[config.mk]
export PLATFORM = sky130hd
export DESIGN_NAME = wall_texture_column_mapper_unit
export DESIGN_NICKNAME = d
export VERILOG_FILES = /design/src/hw/rtl/wtcm_pkg.sv /design/src/hw/rtl/wtcm_ctrl.sv /design/src/hw/rtl/wtcm_dpath.sv /design/src/hw/rtl/wall_texture_column_mapper_unit.sv
export SDC_FILE = /design/constraint.sdc
export NUM_CORES = 2
export LEC_CHECK = 0
export BUFFER_PORTS_ARGS = -buffer_cell sky130_fd_sc_hd__buf_2
export CAP_MARGIN = 20
export CORE_MARGIN = 5
export CORE_UTILIZATION = 40
export CTS_BUF_LIST = sky130_fd_sc_hd__clkbuf_4 sky130_fd_sc_hd__clkbuf_8
export CTS_CLUSTER_SIZE = 8
export DETAILED_ROUTE_END_ITERATION = 8
export PLACE_DENSITY = 0.64
export SETUP_SLACK_MARGIN = 0.1
export SLEW_MARGIN = 15
export SYNTH_ARGS = -nofsm -noshare
export SYNTH_HDL_FRONTEND = slang
export SYNTH_SLANG_ARGS = --single-unit
[constraint.sdc]
create_clock -name clk -period 12.4 [get_ports clk]
set_clock_uncertainty 0.1 [all_clocks]
set_input_delay 1.86 -clock clk [delete_from_list [all_inputs] [get_ports clk]]
set_output_delay 1.86 -clock clk [all_outputs]
set_load 0.01 [all_outputs]
[src/hw/rtl/wtcm_pkg.sv]
// ----------------------------------------------------------------------------
// wtcm_pkg
// Shared types, constants and helpers of the wall texture column mapper.
// ----------------------------------------------------------------------------
`default_nettype none

package wtcm_pkg;

  // largest texture side, texture register width
  localparam int unsigned TEX_MAX   = 256;
  localparam int unsigned TEX_REG_W = 9;
  localparam int unsigned SH_W      = 11;

  // field widths
  localparam int unsigned COL_W   = 10;
  localparam int unsigned ROW_W   = 10;
  localparam int unsigned FRAC_W  = 16;
  localparam int unsigned LH_W    = 16;
  localparam int unsigned TID_W   = 3;
  localparam int unsigned TEXEL_W = 8;

  // row stepping arithmetic
  localparam int unsigned QUO_W  = TEX_REG_W + FRAC_W;   // texture height << 16
  localparam int unsigned NUM_W  = LH_W + 2;
  localparam int unsigned PROD_W = NUM_W + QUO_W + 1;
  localparam int unsigned POS_W  = 40;
  localparam int unsigned TYI_W  = POS_W - FRAC_W;
  localparam int unsigned DIV_STEPS = QUO_W;
  localparam int unsigned CNT_W  = $clog2(DIV_STEPS);

  // configuration port
  localparam int unsigned CFG_IDX_W  = 2;
  localparam int unsigned CFG_DATA_W = SH_W;
  localparam logic [CFG_IDX_W-1:0] CFG_SCREEN_HEIGHT = 2'd0;
  localparam logic [CFG_IDX_W-1:0] CFG_TEX_WIDTH     = 2'd1;
  localparam logic [CFG_IDX_W-1:0] CFG_TEX_HEIGHT    = 2'd2;

  // item opcodes
  localparam logic OP_SETUP = 1'b0;
  localparam logic OP_ROW   = 1'b1;

  // texture ids
  localparam logic [TID_W-1:0] TEX_NORTH = 3'd0;
  localparam logic [TID_W-1:0] TEX_SOUTH = 3'd1;
  localparam logic [TID_W-1:0] TEX_WEST  = 3'd2;
  localparam logic [TID_W-1:0] TEX_EAST  = 3'd3;
  localparam logic [TID_W-1:0] TEX_DOOR  = 3'd4;

  typedef struct packed {
    logic load;
    logic div_step;
    logic mul;
    logic pos_wr;
    logic row_go;
  } wtcm_cmd_t;

  typedef struct packed {
    logic active;
    logic out_blocked;
  } wtcm_sts_t;

  // texture side with zero and oversize values saturated
  function automatic logic [TEX_REG_W-1:0] eff_size(input logic [TEX_REG_W-1:0] v);
    logic [TEX_REG_W-1:0] r;
    if (v == '0) begin
      r = TEX_REG_W'(1);
    end else if (v > TEX_REG_W'(TEX_MAX)) begin
      r = TEX_REG_W'(TEX_MAX);
    end else begin
      r = v;
    end
    return r;
  endfunction

endpackage

`default_nettype wire

[src/hw/rtl/wtcm_ctrl.sv]
// ----------------------------------------------------------------------------
// wtcm_ctrl
// Sequencer: input handshake, column setup steps and row item issue.
// ----------------------------------------------------------------------------
`default_nettype none

module wtcm_ctrl import wtcm_pkg::*; (
  input  wire logic      clk,
  input  wire logic      rst_n,
  input  wire logic      in_valid,
  output logic           in_stall,
  input  wire logic      in_opcode,
  input  wire wtcm_sts_t sts,
  output wtcm_cmd_t      cmd
);

  typedef enum logic [1:0] {
    ST_IDLE,
    ST_DIV,
    ST_MUL,
    ST_POS
  } state_t;

  state_t             state_r, state_nxt;
  logic [CNT_W-1:0]   cnt_r, cnt_nxt;
  logic               accept;

  assign in_stall = (state_r != ST_IDLE) || sts.out_blocked;
  assign accept   = in_valid && !in_stall;

  always_comb begin
    state_nxt    = state_r;
    cnt_nxt      = cnt_r;
    cmd          = '0;
    cmd.load     = accept && (in_opcode == OP_SETUP);
    cmd.row_go   = accept && (in_opcode == OP_ROW) && sts.active;
    unique case (state_r)
      ST_IDLE: begin
        if (cmd.load) begin
          state_nxt = ST_DIV;
          cnt_nxt   = '0;
        end
      end
      ST_DIV: begin
        cmd.div_step = 1'b1;
        cnt_nxt      = cnt_r + CNT_W'(1);
        if (cnt_r == CNT_W'(DIV_STEPS - 1)) begin
          state_nxt = ST_MUL;
        end
      end
      ST_MUL: begin
        cmd.mul   = 1'b1;
        state_nxt = ST_POS;
      end
      ST_POS: begin
        cmd.pos_wr = 1'b1;
        state_nxt  = ST_IDLE;
      end
      default: begin
        state_nxt = ST_IDLE;
      end
    endcase
  end

  always_ff @(posedge clk) begin
    if (!rst_n) begin
      state_r <= ST_IDLE;
      cnt_r   <= '0;
    end else begin
      state_r <= state_nxt;
      cnt_r   <= cnt_nxt;
    end
  end

endmodule

`default_nettype wire

[src/hw/rtl/wtcm_dpath.sv]
// ----------------------------------------------------------------------------
// wtcm_dpath
// Column state, texel column, row step divider, start position and row output.
// ----------------------------------------------------------------------------
`default_nettype none

module wtcm_dpath import wtcm_pkg::*; (
  input  wire logic                  clk,
  input  wire logic                  rst_n,
  input  wire wtcm_cmd_t             cmd,
  output wtcm_sts_t                  sts,
  input  wire logic                  cfg_we,
  input  wire logic [CFG_IDX_W-1:0]  cfg_index,
  input  wire logic [CFG_DATA_W-1:0] cfg_wdata,
  input  wire logic [COL_W-1:0]      in_column,
  input  wire logic                  in_is_door,
  input  wire logic                  in_side,
  input  wire logic                  in_step_x_negative,
  input  wire logic                  in_step_y_negative,
  input  wire logic                  in_ray_dir_x_positive,
  input  wire logic                  in_ray_dir_y_negative,
  input  wire logic [FRAC_W-1:0]     in_wall_hit_fraction,
  input  wire logic [LH_W-1:0]       in_line_height,
  input  wire logic [ROW_W-1:0]      in_draw_start,
  input  wire logic [ROW_W-1:0]      in_draw_end,
  output logic                       out_valid,
  input  wire logic                  out_stall,
  output logic [COL_W-1:0]           out_column,
  output logic [ROW_W-1:0]           out_row,
  output logic [TID_W-1:0]           out_texture_id,
  output logic [TEXEL_W-1:0]         out_texel_x,
  output logic [TEXEL_W-1:0]         out_texel_y,
  output logic                       out_darken,
  output logic                       out_last
);

  // configuration
  logic [SH_W-1:0]      screen_height_r;
  logic [TEX_REG_W-1:0] tex_width_r;
  logic [TEX_REG_W-1:0] tex_height_r;

  // column state
  logic                 active_r, active_nxt;
  logic [COL_W-1:0]     cur_column_r;
  logic [ROW_W-1:0]     cur_row_r;
  logic [ROW_W-1:0]     end_row_r;
  logic [TID_W-1:0]     tex_sel_r;
  logic [TEXEL_W-1:0]   tex_col_r;
  logic                 dim_flag_r;
  logic [POS_W-1:0]     row_pos_r;

  // divider and start position
  logic [LH_W-1:0]          lh_r;
  logic [QUO_W-1:0]         dvd_r;
  logic [LH_W-1:0]          rem_r;
  logic [QUO_W-1:0]         quo_r;
  logic signed [NUM_W-1:0]  num_r;
  logic signed [PROD_W-1:0] prod_r;

  logic                     out_valid_r, out_valid_nxt;

  // setup logic
  logic [TEX_REG_W-1:0]        w_eff, h_set, h_row;
  logic [QUO_W-1:0]            tx_prod;
  logic [TEX_REG_W-1:0]        tx_raw, tx_clamp, tx_fin;
  logic                        mirror;
  logic [TID_W-1:0]            sel_nxt;
  logic [LH_W-1:0]             lh_in;
  logic signed [NUM_W-1:0]     num_nxt;
  logic [LH_W:0]               trial;
  logic                        ge;
  logic [LH_W:0]               trial_sub;

  // row logic
  logic [TYI_W-1:0]            ty_raw, ty_fin;
  logic                        last_nxt;

  assign w_eff = eff_size(tex_width_r);
  assign h_set = eff_size(tex_height_r);
  assign h_row = h_set;

  always_comb begin
    tx_prod  = QUO_W'(in_wall_hit_fraction) * QUO_W'(w_eff);
    tx_raw   = tx_prod[QUO_W-1:FRAC_W];
    tx_clamp = (tx_raw >= w_eff) ? (w_eff - TEX_REG_W'(1)) : tx_raw;
    mirror   = (!in_side && in_ray_dir_x_positive) || (in_side && in_ray_dir_y_negative);
    tx_fin   = mirror ? (w_eff - TEX_REG_W'(1) - tx_clamp) : tx_clamp;
  end

  always_comb begin
    if (in_is_door) begin
      sel_nxt = TEX_DOOR;
    end else if (!in_side) begin
      sel_nxt = in_step_x_negative ? TEX_WEST : TEX_EAST;
    end else begin
      sel_nxt = in_step_y_negative ? TEX_NORTH : TEX_SOUTH;
    end
  end

  assign lh_in   = (in_line_height == '0) ? LH_W'(1) : in_line_height;
  assign num_nxt = $signed(NUM_W'({in_draw_start, 1'b0})) - $signed(NUM_W'(screen_height_r))
                 + $signed(NUM_W'(lh_in));

  // restoring divide, one quotient bit per step
  assign trial     = {rem_r, dvd_r[QUO_W-1]};
  assign ge        = trial >= {1'b0, lh_r};
  assign trial_sub = trial - {1'b0, lh_r};

  // texel row of the current screen row
  always_comb begin
    ty_raw   = row_pos_r[POS_W-1] ? '0 : row_pos_r[POS_W-1:FRAC_W];
    ty_fin   = (ty_raw >= TYI_W'(h_row)) ? TYI_W'(h_row - TEX_REG_W'(1)) : ty_raw;
    last_nxt = (cur_row_r == end_row_r);
  end

  always_comb begin
    active_nxt = active_r;
    if (cmd.load) begin
      active_nxt = (in_draw_start <= in_draw_end);
    end else if (cmd.row_go && last_nxt) begin
      active_nxt = 1'b0;
    end
    out_valid_nxt = cmd.row_go || (out_valid_r && out_stall);
  end

  // control state
  always_ff @(posedge clk) begin
    if (!rst_n) begin
      screen_height_r <= SH_W'(480);
      tex_width_r     <= TEX_REG_W'(64);
      tex_height_r    <= TEX_REG_W'(64);
      active_r        <= 1'b0;
      out_valid_r     <= 1'b0;
    end else begin
      if (cfg_we) begin
        case (cfg_index)
          CFG_SCREEN_HEIGHT: screen_height_r <= cfg_wdata;
          CFG_TEX_WIDTH:     tex_width_r     <= cfg_wdata[TEX_REG_W-1:0];
          CFG_TEX_HEIGHT:    tex_height_r    <= cfg_wdata[TEX_REG_W-1:0];
          default: ;
        endcase
      end
      active_r    <= active_nxt;
      out_valid_r <= out_valid_nxt;
    end
  end

  // payload
  always_ff @(posedge clk) begin
    if (cmd.load) begin
      cur_column_r <= in_column;
      cur_row_r    <= in_draw_start;
      end_row_r    <= in_draw_end;
      tex_sel_r    <= sel_nxt;
      tex_col_r    <= tx_fin[TEXEL_W-1:0];
      dim_flag_r   <= in_side;
      lh_r         <= lh_in;
      num_r        <= num_nxt;
      dvd_r        <= {h_set, FRAC_W'(0)};
      rem_r        <= '0;
      quo_r        <= '0;
    end else if (cmd.div_step) begin
      rem_r <= ge ? trial_sub[LH_W-1:0] : trial[LH_W-1:0];
      quo_r <= {quo_r[QUO_W-2:0], ge};
      dvd_r <= {dvd_r[QUO_W-2:0], 1'b0};
    end
    if (cmd.mul) begin
      prod_r <= PROD_W'(num_r) * $signed({1'b0, quo_r});
    end
    if (cmd.pos_wr) begin
      row_pos_r <= prod_r[POS_W:1];
    end else if (cmd.row_go) begin
      row_pos_r <= row_pos_r + POS_W'(quo_r);
      cur_row_r <= cur_row_r + ROW_W'(1);
    end
    if (cmd.row_go) begin
      out_column     <= cur_column_r;
      out_row        <= cur_row_r;
      out_texture_id <= tex_sel_r;
      out_texel_x    <= tex_col_r;
      out_texel_y    <= ty_fin[TEXEL_W-1:0];
      out_darken     <= dim_flag_r;
      out_last       <= last_nxt;
    end
  end

  assign out_valid       = out_valid_r;
  assign sts.active      = active_r;
  assign sts.out_blocked = out_valid_r && out_stall;

endmodule

`default_nettype wire

[src/hw/rtl/wall_texture_column_mapper_unit.sv]
// ----------------------------------------------------------------------------
// wall_texture_column_mapper_unit
// Maps a raycaster wall slice to texture id, texel column and per-row texel row.
// ----------------------------------------------------------------------------
// usage
//   input channel (in_valid / in_stall): a setup item (opcode 0) starts a
//   screen column, a row item (opcode 1) asks for the next pixel of it
//   result channel (out_valid / out_stall): one item per row item while a
//   column is active; setup items and rows with no active column give none
//   setup: once accepted, in_stall stays high while the one-bit-per-cycle
//   row step divider runs, then for one multiply and one start position
//   write
//   row items: one per cycle when not stalled, the result sits in the
//   output register the cycle after acceptance; a new row item is taken
//   while that result is being taken in the same cycle
//   receiver stall: a held result stalls the input side until it is taken
//   configuration: cfg_we/cfg_index/cfg_wdata, user writes when idle, unenforced
//   reset: synchronous on rst_n low; no column active, output empty,
//   screen height 480, texture size 64 by 64
// ----------------------------------------------------------------------------
`default_nettype none

module wall_texture_column_mapper_unit import wtcm_pkg::*; (
  input  wire logic                  clk,
  input  wire logic                  rst_n,
  input  wire logic                  cfg_we,
  input  wire logic [CFG_IDX_W-1:0]  cfg_index,
  input  wire logic [CFG_DATA_W-1:0] cfg_wdata,
  input  wire logic                  in_valid,
  output logic                       in_stall,
  input  wire logic                  in_opcode,
  input  wire logic [COL_W-1:0]      in_column,
  input  wire logic                  in_is_door,
  input  wire logic                  in_side,
  input  wire logic                  in_step_x_negative,
  input  wire logic                  in_step_y_negative,
  input  wire logic                  in_ray_dir_x_positive,
  input  wire logic                  in_ray_dir_y_negative,
  input  wire logic [FRAC_W-1:0]     in_wall_hit_fraction,
  input  wire logic [LH_W-1:0]       in_line_height,
  input  wire logic [ROW_W-1:0]      in_draw_start,
  input  wire logic [ROW_W-1:0]      in_draw_end,
  output logic                       out_valid,
  input  wire logic                  out_stall,
  output logic [COL_W-1:0]           out_column,
  output logic [ROW_W-1:0]           out_row,
  output logic [TID_W-1:0]           out_texture_id,
  output logic [TEXEL_W-1:0]         out_texel_x,
  output logic [TEXEL_W-1:0]         out_texel_y,
  output logic                       out_darken,
  output logic                       out_last
);

  wtcm_cmd_t cmd;
  wtcm_sts_t sts;

  wtcm_ctrl u_ctrl (
    .clk       (clk),
    .rst_n     (rst_n),
    .in_valid  (in_valid),
    .in_stall  (in_stall),
    .in_opcode (in_opcode),
    .sts       (sts),
    .cmd       (cmd)
  );

  wtcm_dpath u_dpath (
    .clk                   (clk),
    .rst_n                 (rst_n),
    .cmd                   (cmd),
    .sts                   (sts),
    .cfg_we                (cfg_we),
    .cfg_index             (cfg_index),
    .cfg_wdata             (cfg_wdata),
    .in_column             (in_column),
    .in_is_door            (in_is_door),
    .in_side               (in_side),
    .in_step_x_negative    (in_step_x_negative),
    .in_step_y_negative    (in_step_y_negative),
    .in_ray_dir_x_positive (in_ray_dir_x_positive),
    .in_ray_dir_y_negative (in_ray_dir_y_negative),
    .in_wall_hit_fraction  (in_wall_hit_fraction),
    .in_line_height        (in_line_height),
    .in_draw_start         (in_draw_start),
    .in_draw_end           (in_draw_end),
    .out_valid             (out_valid),
    .out_stall             (out_stall),
    .out_column            (out_column),
    .out_row               (out_row),
    .out_texture_id        (out_texture_id),
    .out_texel_x           (out_texel_x),
    .out_texel_y           (out_texel_y),
    .out_darken            (out_darken),
    .out_last              (out_last)
  );

endmodule

`default_nettype wire
==> results.cfg <==
[sta]
min_period_over_period_pct = 82.8
tightest_slew_ns = 1.07
setup_viol_count_final = 0
finalHoldViolCount = 0
finalMaxSlewViolations = 0
relSlewSlack_pct = 28.4
finalSetupTns_ns = 0
clock.fmax_mhz = 97.4
fin_crit_ns = 10.26
hold_slack_ns = 0.315
rsz0062_at_grt = no

[yosys]
synth_seq_cells = 285
yosys_warnings = 0
syn_avg_cell_area_um2 = 9.39
yosys.area.top_type = fa_1
synth_nets = 4425
synth_edf_count = 196
synthTopCellsByCount = inv_1 (626), nand2_1 (514), fa_1 (471), ha_1 (281), and2_1 (208)
synth_top_area_share_pct = 28.0
synth_most_common_cell = inv_1
netlist_area_um2 = 33700
synth_cells = 3586
yosysSeqAreaShare_pct = 22.8
async_flop_share_pct = 0
synthTopCellsByArea = fa_1 (28%), edfxtp_1 (17%), ha_1 (10%), inv_1 (7.0%), nand2_1 (5.7%)
yosysUniqueCellTypes = 85
synthFlopType = edfxtp_1

[global_routing]
grt_pass1_wl_mm = 136
grt_pass1_vias = 25840
grt.total_usage_pct = 18.6
antenna_found_initial = 11
overflow = 0
grt_max_degree = 83

[setup_path]
path_class = flop to flop
cp-end-kind = flop
timing.reg2reg.setup_slack_ns = 2.14
rr_startpoint = u_dpath.tex_width_r[8]$_SDFFE_PN0P_
cp.required_ns = 12.65
max_stage_delay_ns = 0.79
slowest_stage = a21o_1
crit_fanout = 28
startpoint = u_dpath.tex_width_r[8]$_SDFFE_PN0P_
cp.arrival_ns = 10.51
critPathLaunchType = flop
path_buf_inv = 5
cp_top_family = compound AO/OA/AOI/OAI gates

[detailed_routing]
wire_per_inst_um = 17.1
firstDrtPassIters = 5
drt_iter0_drc = 1456
vias_per_cell = 5.09
drt-total-wl_mm = 81.9
via_count = 24340
ant_nets = 0
drcViolationCount = 0

[floorplanning]
die-width_um = 300
die_h_um = 300
pin_count = 130
dieArea_um2 = 90100
coreArea_um2 = 83600
rows = 106
initial_core_util_pct = 40.3

[clock_tree]
cts_sinks = 285
post_cts_resized = 0
clock_path_buffers = 3
cts_tree = done
cts_buffers = 53
insertion_delay_ns = 0.64
cts_hold_buf = 0
root_buffer = clkbuf_8
htree_levels = 2
postCtsSetupBuffers = 0
clk_pin_slew_ns = 0.06

[power]
max-vdd-ir-drop_mv = 0.117
powerDensity_nw_per_um2 = 114
cellLeakagePower_uw = 0.0170

[run]
drv_cap = 0

[finish]
multi_input_area_um2 = 23000
seq_area_um2 = 7670
area_growth_pct = 8.53
nFillCells = 8185
drive_gt1_share_pct = 8.88
nets = 4487
fin_util_pct = 43.7

[placement]
gp_congestion = 0.869
dp_hpwl_mm = 62.0
io_buffer_count = 129

[hold_path]
min_path_type = flop to flop
hold_start = u_dpath.dim_flag_r$_DFFE_PP_

[status]
outcome = complete, no violations
-- final cells by class --
| class | count | share of cell area, % |
|---|---|---|
| multi-input cells | 2499 | 62.9 |
| flip-flops and latches | 285 | 21.0 |
| inverters | 626 | 6.44 |
| well taps | 1080 | 3.70 |
| repair buffers | 183 | 2.91 |
| clock buffers | 77 | 2.56 |
| clock inverters | 23 | 0.414 |
| diodes | 9 | 0.0616 |
-- cells by family after synthesis --
family,count (synthesis),synth area share [%]
simple gates,1119,15.9
compound gates,424,8.27
xor+xnor,130,3.40
buf+inv,802,8.99
flops,285,22.8
mux,74,2.23
fa+ha+maj,752,38.5
-- flip-flops by register name, summed over array words and instances, names as in the netlist, 5 cells and up --
signal	flops
u_dpath.prod_r	40
u_dpath.row_pos_r	40
u_dpath.quo_r	25
u_dpath.num_r	18
u_dpath.lh_r	16
u_dpath.rem_r	16
u_dpath.screen_height_r	11
u_dpath.cur_column_r	10
u_dpath.cur_row_r	10
u_dpath.end_row_r	10
u_dpath.out_column	10
u_dpath.out_row	10
u_dpath.dvd_r	9
u_dpath.tex_height_r	9
u_dpath.tex_width_r	9
u_dpath.out_texel_x	8
u_dpath.out_texel_y	8
u_dpath.tex_col_r	8
u_ctrl.cnt_r	5
-- layout by cell type (no fill, tap or decap), types with 9 or more instances in the layout --
master / Yosys / layout
inv_1: 626 / 624
nand2_1: 514 / 514
fa_1: 471 / 471
ha_1: 281 / 278
and2_1: 208 / 208
edfxtp_1: 196 / 196
nor2_1: 136 / 136
buf_2: 4 / 129
o21ai_0: 113 / 113
a21oi_1: 108 / 108
xnor2_1: 91 / 91
dfxtp_1: 89 / 89
mux2i_1: 67 / 67
nor2b_1: 63 / 62
clkbuf_8: 0 / 57
buf_4: 1 / 53
nand2b_1: 41 / 40
xor2_1: 38 / 38
nand3_1: 37 / 37
a21o_1: 32 / 32
nor3_1: 28 / 28
o21a_1: 27 / 27
nand4_1: 21 / 21
clkbuf_4: 0 / 20
and3_1: 17 / 17
a21boi_0: 16 / 16
o21bai_1: 16 / 15
nor4_1: 14 / 14
o211ai_1: 13 / 13
a31oi_1: 12 / 12
or3_1: 12 / 12
diode_2: 0 / 9
clkinv_2: 0 / 9
-- worst paths after layout --
| kind | cells past startpoint | endpoint |
|---|---|---|
| worst max-delay path | 40 | u_dpath.tex_col_r[7]$_DFFE_PP_ |
| worst min-delay path | 0 | u_dpath.out_darken$_DFFE_PP_ |
| worst max register to register | 40 | u_dpath.tex_col_r[7]$_DFFE_PP_ |
| worst min register to register | 0 | u_dpath.out_darken$_DFFE_PP_ |
-- routing by layer --
metal	global-route usage, %	share of wire [%]	vias to the layer above
met3	3.03	5.7	129
met4	5.71	2.8	0
li1	-	-	11519
met5	0	0	-
met1	25.4	45	12071
met2	30.5	47	621
-- metrics by stage --
step | instances | setup WS, ns | cell area [um^2] | total power (uW)
2_1_floorplan | 3586 | 2.55 | 33700 | 2750
3_3_place_gp | 4672 | 1.98 | 35400 | 3230
3_5_place_dp | 4672 | 1.78 | 35400 | 3240
4_1_cts | 4772 | 2.19 | 36500 | 4210
5_1_grt | 4781 | 1.42 | 36500 | 4510
6_report | 4782 | 2.14 | 36500 | 4170
-- power breakdown --
part | total [uW] | internal, uW | switching (uW)
logic | 1880 | 754 | 1120
registers | 1360 | 1240 | 116
clock network | 931 | 509 | 422
Note: power is estimated with default switching activity, not from simulation.
